`src/rtl/core/scp_pkg.sv`:
```
// Shared types and constants for the servo command text parser.
`default_nettype none

package scp_pkg;

  localparam int unsigned ByteW  = 8;
  localparam int unsigned PulseW = 12;
  localparam int unsigned AccW   = 13;
  localparam int unsigned FieldW = 2;
  localparam int unsigned PhaseW = 2;
  localparam int unsigned CfgIdxW = 1;

  localparam logic [AccW-1:0]   AccMax      = 13'd8191;
  localparam logic [PulseW-1:0] PulseMinRst = 12'd1000;
  localparam logic [PulseW-1:0] PulseMaxRst = 12'd2000;
  localparam logic [PulseW-1:0] HeldRst     = 12'd1500;

  localparam logic [PhaseW-1:0] PhGap    = 2'd0;
  localparam logic [PhaseW-1:0] PhLead   = 2'd1;
  localparam logic [PhaseW-1:0] PhDigits = 2'd2;
  localparam logic [PhaseW-1:0] PhIgnore = 2'd3;

  localparam logic [CfgIdxW-1:0] CfgPulseMin = 1'd0;
  localparam logic [CfgIdxW-1:0] CfgPulseMax = 1'd1;

  localparam logic [ByteW-1:0] ChNul   = 8'h00;
  localparam logic [ByteW-1:0] ChOpen  = 8'h28;
  localparam logic [ByteW-1:0] ChComma = 8'h2C;
  localparam logic [ByteW-1:0] ChPlus  = 8'h2B;
  localparam logic [ByteW-1:0] ChMinus = 8'h2D;
  localparam logic [ByteW-1:0] ChZero  = 8'h30;
  localparam logic [ByteW-1:0] ChNine  = 8'h39;
  localparam logic [ByteW-1:0] ChSpace = 8'h20;
  localparam logic [ByteW-1:0] ChTab   = 8'h09;
  localparam logic [ByteW-1:0] ChCr    = 8'h0D;

  typedef struct packed {
    logic [ByteW-1:0] rx_byte;
    logic             last_byte;
  } item_t;

  typedef struct packed {
    logic [PulseW-1:0] throttle_us;
    logic [PulseW-1:0] steering_us;
    logic              throttle_updated;
    logic              steering_updated;
  } result_t;

  typedef struct packed {
    logic [PulseW-1:0] pulse_min;
    logic [PulseW-1:0] pulse_max;
  } limits_t;

endpackage

`default_nettype wire

```
`src/rtl/core/scp_in_stage.sv`:
```
// Input register stage holding one received byte.
`default_nettype none

module scp_in_stage import scp_pkg::*; (
  input  wire   clk_i,
  input  wire   rst_ni,
  input  wire   in_valid_i,
  output logic  in_ready_o,
  input  item_t in_item_i,
  output logic  valid_o,
  output item_t item_o,
  input  wire   take_i
);

  logic  valid_q, valid_d;
  item_t item_q;

  assign in_ready_o = !valid_q || take_i;
  assign valid_d    = (in_valid_i && in_ready_o) || (valid_q && !take_i);

  always_ff @(posedge clk_i or negedge rst_ni) begin
    if (!rst_ni) begin
      valid_q <= 1'b0;
    end else begin
      valid_q <= valid_d;
    end
  end

  always_ff @(posedge clk_i) begin
    if (in_valid_i && in_ready_o) begin
      item_q <= in_item_i;
    end
  end

  assign valid_o = valid_q;
  assign item_o  = item_q;

endmodule

`default_nettype wire

```
`src/rtl/core/scp_parser.sv`:
```
// Per-byte parse state update, field commit and held pulse values.
`default_nettype none

module scp_parser import scp_pkg::*; (
  input  wire     clk_i,
  input  wire     rst_ni,
  input  wire     step_i,
  input  item_t   item_i,
  input  limits_t limits_i,
  output logic    res_valid_o,
  output result_t res_o
);

  typedef struct packed {
    logic [PhaseW-1:0] phase;
    logic [AccW-1:0]   acc;
    logic              neg;
    logic              ended;
  } num_t;

  num_t              num_q, num_d;
  logic [FieldW-1:0] field_q, field_d;
  logic [PulseW-1:0] thr_q, thr_d;
  logic [PulseW-1:0] str_q, str_d;
  logic [1:0]        pend_q, pend_d;

  function automatic num_t number_byte(input num_t s, input logic [ByteW-1:0] ch);
    num_t                r;
    logic [AccW+3:0]     prod;
    logic                is_sp;
    logic                skip;
    r     = s;
    skip  = 1'b0;
    is_sp = (ch == ChSpace) || (ch >= ChTab && ch <= ChCr);
    prod  = '0;
    if (s.phase == PhLead) begin
      if (is_sp) begin
        skip = 1'b1;
      end else begin
        r.phase = PhDigits;
        if (ch == ChPlus || ch == ChMinus) begin
          r.neg = (ch == ChMinus);
          skip  = 1'b1;
        end
      end
    end
    if (!skip && !r.ended) begin
      if (ch >= ChZero && ch <= ChNine) begin
        prod = {1'b0, s.acc, 3'b000} + {3'b000, s.acc, 1'b0}
             + {{(AccW){1'b0}}, ch[3:0]};
        r.acc = (prod > {4'b0000, AccMax}) ? AccMax : prod[AccW-1:0];
      end else begin
        r.ended = 1'b1;
      end
    end
    return r;
  endfunction

  num_t              start_num;
  num_t              na;
  logic              commit_tok;
  logic              nul_seen;
  logic              commit;
  logic              val_ok;
  logic [FieldW-1:0] field_inc;
  logic [ByteW-1:0]  c;

  assign c = item_i.rx_byte;

  always_comb begin
    start_num       = '0;
    start_num.phase = PhLead;
    na              = num_q;
    commit_tok      = 1'b0;
    nul_seen        = 1'b0;
    if (num_q.phase != PhIgnore) begin
      if (c == ChNul) begin
        commit_tok = (num_q.phase != PhGap);
        nul_seen   = 1'b1;
      end else if (num_q.phase == PhGap) begin
        if (c != ChComma) begin
          if (field_q == '0) begin
            if (c == ChOpen) begin
              na = start_num;
            end else begin
              na.phase = PhIgnore;
            end
          end else begin
            na = number_byte(start_num, c);
          end
        end
      end else if (c == ChComma) begin
        commit_tok = 1'b1;
      end else begin
        na = number_byte(num_q, c);
      end
    end

    commit = commit_tok || (item_i.last_byte &&
             (na.phase == PhLead || na.phase == PhDigits));
    val_ok = !(na.neg && na.acc != '0)
           && na.acc >= {1'b0, limits_i.pulse_min}
           && na.acc <= {1'b0, limits_i.pulse_max};
    field_inc = field_q + 1'b1;

    num_d   = na;
    field_d = field_q;
    thr_d   = thr_q;
    str_d   = str_q;
    pend_d  = pend_q;
    if (commit) begin
      field_d   = field_inc;
      num_d.phase = (field_inc >= 2'd2) ? PhIgnore : PhGap;
      if (val_ok && field_q == 2'd0) begin
        thr_d     = na.acc[PulseW-1:0];
        pend_d[0] = 1'b1;
      end
      if (val_ok && field_q == 2'd1) begin
        str_d     = na.acc[PulseW-1:0];
        pend_d[1] = 1'b1;
      end
    end
    if (nul_seen) begin
      num_d.phase = PhIgnore;
    end

    res_o.throttle_us      = thr_d;
    res_o.steering_us      = str_d;
    res_o.throttle_updated = pend_d[0];
    res_o.steering_updated = pend_d[1];

    if (item_i.last_byte) begin
      num_d   = '0;
      num_d.phase = PhGap;
      field_d = '0;
      pend_d  = '0;
    end
  end

  assign res_valid_o = step_i && item_i.last_byte;

  // PhGap is the all-zero phase code
  always_ff @(posedge clk_i or negedge rst_ni) begin
    if (!rst_ni) begin
      num_q       <= '0;
      field_q     <= '0;
      thr_q       <= HeldRst;
      str_q       <= HeldRst;
      pend_q      <= '0;
    end else if (step_i) begin
      num_q   <= num_d;
      field_q <= field_d;
      thr_q   <= thr_d;
      str_q   <= str_d;
      pend_q  <= pend_d;
    end
  end

endmodule

`default_nettype wire

```
`src/rtl/core/scp_out_stage.sv`:
```
// Output result register for the master stream side.
`default_nettype none

module scp_out_stage import scp_pkg::*; (
  input  wire     clk_i,
  input  wire     rst_ni,
  input  wire     res_valid_i,
  input  result_t res_i,
  output logic    can_take_o,
  output logic    valid_o,
  input  wire     ready_i,
  output result_t res_o
);

  logic    valid_q, valid_d;
  result_t res_q;

  assign can_take_o = !valid_q || ready_i;
  assign valid_d    = res_valid_i || (valid_q && !ready_i);

  always_ff @(posedge clk_i or negedge rst_ni) begin
    if (!rst_ni) begin
      valid_q <= 1'b0;
    end else begin
      valid_q <= valid_d;
    end
  end

  always_ff @(posedge clk_i) begin
    if (res_valid_i) begin
      res_q <= res_i;
    end
  end

  assign valid_o = valid_q;
  assign res_o   = res_q;

endmodule

`default_nettype wire

```
`src/rtl/core/servo_command_text_parser.sv`:
```
// Top level of the servo command text parser.
// Takes a command message such as "(1500, 1500)" one byte per transfer, with
// tlast on the final byte, and returns one result transfer per message holding
// the throttle and steering pulse widths held after it and two flags telling
// which of them the message set. A byte enters an input register and is parsed
// from it against the stored parse state, so one byte is taken every clock unless
// the output register, which holds the final byte's result, stalls; that stall
// holds back the next message's final byte and the input behind it. The user is
// to write the pulse limits through the config channel (index 0 minimum, index 1
// maximum) only while idle; the block itself does not enforce this.
`default_nettype none

module servo_command_text_parser import scp_pkg::*; (
  input  wire                  clk_i,
  input  wire                  rst_ni,
  input  wire                  s_axis_tvalid_i,
  output logic                 s_axis_tready_o,
  input  wire  [ByteW-1:0]     s_axis_tdata_i,   // [7:0] rx_byte
  input  wire                  s_axis_tlast_i,   // last_byte
  output logic                 m_axis_tvalid_o,
  input  wire                  m_axis_tready_i,
  output logic [2*PulseW-1:0]  m_axis_tdata_o,   // [11:0] throttle_us, [23:12] steering_us
  output logic [1:0]           m_axis_tuser_o,   // [0] throttle_updated, [1] steering_updated
  input  wire                  cfg_valid_i,
  output logic                 cfg_ready_o,
  input  wire  [CfgIdxW-1:0]   cfg_index_i,
  input  wire  [PulseW-1:0]    cfg_data_i
);

  limits_t limits_q;
  item_t   in_item;
  item_t   stage_item;
  logic    stage_valid;
  logic    take;
  logic    out_can_take;
  logic    res_valid;
  result_t res;
  result_t out_res;

  assign cfg_ready_o = 1'b1;

  always_ff @(posedge clk_i or negedge rst_ni) begin
    if (!rst_ni) begin
      limits_q.pulse_min <= PulseMinRst;
      limits_q.pulse_max <= PulseMaxRst;
    end else if (cfg_valid_i) begin
      unique case (cfg_index_i)
        CfgPulseMin: limits_q.pulse_min <= cfg_data_i;
        CfgPulseMax: limits_q.pulse_max <= cfg_data_i;
        default: ;
      endcase
    end
  end

  assign in_item.rx_byte   = s_axis_tdata_i;
  assign in_item.last_byte = s_axis_tlast_i;

  scp_in_stage u_in (
    .clk_i      (clk_i),
    .rst_ni     (rst_ni),
    .in_valid_i (s_axis_tvalid_i),
    .in_ready_o (s_axis_tready_o),
    .in_item_i  (in_item),
    .valid_o    (stage_valid),
    .item_o     (stage_item),
    .take_i     (take)
  );

  assign take = stage_valid && (!stage_item.last_byte || out_can_take);

  scp_parser u_parser (
    .clk_i       (clk_i),
    .rst_ni      (rst_ni),
    .step_i      (take),
    .item_i      (stage_item),
    .limits_i    (limits_q),
    .res_valid_o (res_valid),
    .res_o       (res)
  );

  scp_out_stage u_out (
    .clk_i       (clk_i),
    .rst_ni      (rst_ni),
    .res_valid_i (res_valid),
    .res_i       (res),
    .can_take_o  (out_can_take),
    .valid_o     (m_axis_tvalid_o),
    .ready_i     (m_axis_tready_i),
    .res_o       (out_res)
  );

  assign m_axis_tdata_o = {out_res.steering_us, out_res.throttle_us};
  assign m_axis_tuser_o = {out_res.steering_updated, out_res.throttle_updated};

endmodule

`default_nettype wire
```
`config.mk`:
```
export PLATFORM = sky130hd
export DESIGN_NAME = servo_command_text_parser
export DESIGN_NICKNAME = d
export VERILOG_FILES = /design/src/rtl/core/scp_pkg.sv /design/src/rtl/core/scp_in_stage.sv /design/src/rtl/core/scp_parser.sv /design/src/rtl/core/scp_out_stage.sv /design/src/rtl/core/servo_command_text_parser.sv
export SDC_FILE = /design/constraint.sdc
export NUM_CORES = 1
export LEC_CHECK = 0
export BUFFER_PORTS_ARGS = -buffer_cell sky130_fd_sc_hd__buf_2
export CORE_ASPECT_RATIO = 0.8
export CORE_MARGIN = 2
export CORE_UTILIZATION = 43
export DETAILED_ROUTE_END_ITERATION = 7
export PLACE_DENSITY_LB_ADDON = 0.25
export SETUP_SLACK_MARGIN = 0.2
export SLEW_MARGIN = 20
export SYNTH_ARGS = -nofsm -noshare
export SYNTH_HDL_FRONTEND = slang
export SYNTH_HIERARCHICAL = 1
export SYNTH_SLANG_ARGS = --single-unit
```
`constraint.sdc`:
```
create_clock -name clk_i -period 4.9 [get_ports clk_i]
set_input_delay 0 -clock clk_i [delete_from_list [all_inputs] [get_ports clk_i]]
set_output_delay 0 -clock clk_i [all_outputs]
set_load 0.01 [all_outputs]
```
==> results <==
- The worst register-to-register path ends at u_parser/thr_q[5].
- The number of distinct library cells after synthesis is 88.
- The number of enable-type register cells in the synthesized netlist is 35.
- The global-route usage over all layers is 22.5%.
- Clock-pin slew was measured on the worst setup and hold paths at 0.08 ns.
- The maximum clock frequency is about 0.19 GHz.
- Along the worst hold path, the cell count comes to 3.
- The capturing element type of the critical path is a register.
- The worst setup margin is -0.443 ns.
- The critical path start-end classification is register to register.
- The count of standard-cell rows is 41.
- Yosys printed 6 warnings.
- The share of total power dissipated in sequential elements is between 30% and 40%.
- The number of placed I/O pins is 56.
- The leakage power summed over all cells is between 4 and 5 nW.
- After global routing the overflow that remains totals 0.
- The mean cell area of the mapped netlist is roughly 11 sq um.
- Final hold analysis gives a worst-case slack of 0.111 ns.
- After detailed routing, the number of vias per cell comes to between 5 and 6.
- The maximum number of pins on one net before global-route repair is 72.
- The signal arrival time at the worst endpoint is 5.59 ns.
- At the end of the flow, the number of nets in the layout was between 800 and 900.
- Once detailed placement completed, the half-perimeter wirelength came to around 15000 microns.
- The post-synthesis instance area is around 7000 sq um.
- Of all nets on the critical path, the largest fanout is 6.
- In this run the power density over the cells is 319 nW/um^2.
- The repair_antennas step left the layout with diodes totalling 0.
- The run finished, with violations left.
- The clock skew is between 0.008 and 0.009 ns.
- The number of filler instances in the final layout is 1327.
- Among all stages on the critical path, the largest delay is contributed by o21ai_0.
- The layout-stage area growth over the synthesis result is 28.6%.
- The routed design has slightly below 20000 microns of wire.
- Leaving out fill and tap cells, the most frequent cells in the layout are buf_4, inv_1, buf_2.
- The number of cells on the worst reg-to-reg path is 18.
- The max-slew violation count is 0.
- The library cell used most frequently in the layout, excluding fill and tap cells, is buf_4.
- The net switching power is about 1 mW.
- The tool flagged a number of max-cap violations equal to 0.
- Of the cells placed in the final design, the portion with a size suffix greater than 1 is a little under two fifths.
- The number of global-route vias before repair came to ~5800.
- The first routing iteration left 430 violations.
- The kind of cell adding the most delay to the critical path is compound AO/OA/AOI/OAI gates.
- The first TritonRoute pass finished after 5 iterations.
- The first global-routing pass estimated approximately 30000 microns of wire.
- The number of nets with antenna violations after routing is 0.
- The checks that failed: setup timing.
- By area the synthesized netlist is led by dfrtp_1, edfxtp_1, dfstp_2.
- At the pin with the least slew margin, the transition time is a little over 0.9 ns.
- Counting stages on the worst path, the most repeated cell is ha_1.
- The primary flip-flop cell chosen by synthesis mapping is dfrtp_1.
- The minimum setup slack among reg-to-reg paths is -0.44 ns.
- The category of the worst setup path launch point is a register.
- The clock passes through at most 2 buffers.
- In this run the tightest slew margin relative to its limit is 39.4%.
- The share of the clock period used by the worst path after layout is 109%.
- Setup repair after global routing could not meet its margin everywhere.
- The share of the Yosys chip area taken by registers is approximately 41%.
- For this configuration, the core starts out at a cell density of around 44%.
- The total number of H-tree levels is 3.
- The final weighted congestion in routability-driven placement is 0.934.
- The tree is rooted in a clkbuf_16.
- After synthesis, the largest area contributor takes up between 15 and 20% of total cell area.
- Adding up every negative setup slack in the final design gives -19.11 ns.
- The average detailed-routed wire length per instance is 18.5 microns.
- The share of total power dissipated in combinational logic is a little over a third.
- The sum of internal, switching and leakage power is approximately 2.9 mW.
- The overall via count from detail_route is between 5000 and 6000.
- The clock net sink count is 106.
- The TritonCTS clock tree is done.
- Subtracting the final worst setup slack from the clock period gives between 5 and 6 ns.
- The critical path goes through ha_1 > ha_1 > o21ai_0 > o21ai_0 > a21o_1 > o31ai_4 > or2_4 > o41a_1 > ha_1 > a21o_1 > a21oi_2 > maj3_2 > a2111o_1 > a32oi_4 > buf_6 > o2111ai_4 > buf_12 > mux2_4.
- The gate count after technology mapping is between 600 and 700.
- Before CTS, the worst setup slack after placement is -0.577 ns.
- The internal power consumption is ~1.9 mW.
- The number of register bits inferred by synthesis is 106.
- The floorplan die width is between 100 and 150 microns.
- The synthesized design spends more area on one cell type than any other, namely dfrtp_1.
- The total clock buffers created by CTS is 9.
- The region available for standard cell placement spans approximately 16000 sq um.
- The switching share of power is a little over a third.
- The worst hold path belongs to the class input port to register.
- The count of endpoints failing hold in the final timing report is 0.
- The critical path startpoint is u_parser/num_q[12].
- The number of nets in the synthesized netlist is 724.
- In the routed design, unresolved DRC markers number 0.
- The worst path required time is 5.15 ns.
- The path with the worst hold slack has its endpoint at limits_q[12].
- Counting flops with an async set or reset pin after synthesis yields a share of approximately 67%.
- The die is between 100 and 150 microns tall.
- The largest single stage delay on the critical path is 0.55 ns.
- Of the total power, the clock network draws a little over a quarter.
- The worst IR drop on VDD is about 0.25 mV.
- The number of antenna violations at the first check in global routing is 0.
- The worst flop-to-flop path startpoint is u_parser/num_q[12].
- The floorplan step defined a die boundary enclosing approximately 17000 sq um.
- Setup violations remaining at the end of the flow were counted as 52.
- The clock insertion delay at the later pin of the skew report is 0.36 ns.
- Buffers placed on the I/O ports in this run total 54.
- The startpoint of the lowest-slack hold path is cfg_index_i.
- Together, buffers and inverters on the worst path number 2.
layer usage:
metal | up-vias | GRT usage [%] | wire length [microns]
li1 | 2785 | - | -
met1 | 2886 | 32.1 | 9110
met2 | 212 | 35.5 | 8720
met3 | 21 | 4.07 | 1170
met4 | 0 | 5.83 | 285
met5 | - | 0 | 0
flip-flops by register name, summed over array words and instances (netlist names):
register,cells
u_in/item_o,9
u_parser/pend_q,2
u_in/valid_o,1
u_parser/field_q,2
u_parser/num_q,17
u_out/res_o,26
u_out/valid_o,1
limits_q,24
u_parser/thr_q,12
u_parser/str_q,12
final cells by class:
cell class | count | area, sq um | share of cell area (%)
well taps | 215 | 269 | 3.00
repair buffers | 188 | 1410 | 15.7
clock buffers | 9 | 225 | 2.51
flip-flops and latches | 106 | 2860 | 31.9
multi-input cells | 459 | 3900 | 43.4
clock inverters | 7 | 86.3 | 0.962
inverters | 60 | 225 | 2.51
worst max path at each step:
| stage | cells past startpoint | slack, ns | to |
|---|---|---|---|
| floorplan | 18 | -0.24 | u_out/res_o[10] |
| global placement | 18 | -0.51 | u_out/res_o[24] |
| detailed placement | 18 | -0.58 | u_parser/str_q[5] |
| CTS | 18 | -0.47 | u_parser/str_q[9] |
| global route | 19 | -0.62 | u_parser/thr_q[5] |
| finish | 18 | -0.44 | u_parser/thr_q[5] |
timing repair:
action / CTS / global route
pin swaps: 5 / 2
buffers inserted: 4 / 1
resized for setup: 9 / 14
cloned: 0 / 1
setup endpoints to repair: 52 / 52
hold buffers: 24 / 0
endpoints found under the hold margin: 80 / 0
logic make-up after synthesis:
kind of cell	count (synthesis)	share of synthesized area (%)
simple gates	149	11.5
mux	74	13.3
other cells	1	0.0537
flops	106	41.0
xor+xnor	9	1.13
fa+ha+maj	48	8.71
compound gates	178	18.6
buf+inv	87	5.75
Yosys cell counts, types with 5 or more instances:
| library cell | n |
|---|---|
| dfrtp_1 | 45 |
| mux2_1 | 15 |
| o31ai_1 | 8 |
| a21o_1 | 12 |
| dfstp_2 | 26 |
| nor3_1 | 12 |
| nand2b_1 | 12 |
| a31oi_1 | 11 |
| o2111ai_1 | 5 |
| buf_2 | 9 |
| nor2_1 | 35 |
| o22ai_1 | 17 |
| clkbuf_1 | 8 |
| ha_1 | 43 |
| a211oi_1 | 8 |
| edfxtp_1 | 35 |
| mux2i_1 | 8 |
| nor2b_1 | 5 |
| o21a_1 | 5 |
| o21ai_1 | 5 |
| buf_6 | 8 |
| xnor2_1 | 6 |
| mux2_2 | 23 |
| mux2_4 | 28 |
| nand2_1 | 31 |
| a21oi_1 | 32 |
| o21ai_0 | 29 |
| nand3_1 | 12 |
| inv_1 | 60 |
power groups by stage:
stage               Sequential, mW  Combinational (mW)  Clock, mW
floorplan                     1.10               0.606          0
global placement              1.12               0.928          0
detailed placement            1.13               0.941          0
CTS                           1.11               0.978      0.773
global route                  1.12                1.08      0.808
finish                        1.11               0.995      0.760
per-stage QoR:
stage / instance area [sq um] / util [%] / std cells
5_1_grt: 8980 / 56.6 / 1044
6_report: 8980 / 56.6 / 1044
2_1_floorplan: 7050 / - / 652
4_1_cts: 8880 / 56.0 / 1042
3_5_place_dp: 8240 / 52.0 / 998
3_3_place_gp: 8240 / 52.0 / 998
worst min-delay path, stage by stage:
cell and delay (ns):
buf_2 0.09, nor2b_1 0.12, mux2_1 0.22
(Power assumes the default switching activity.)
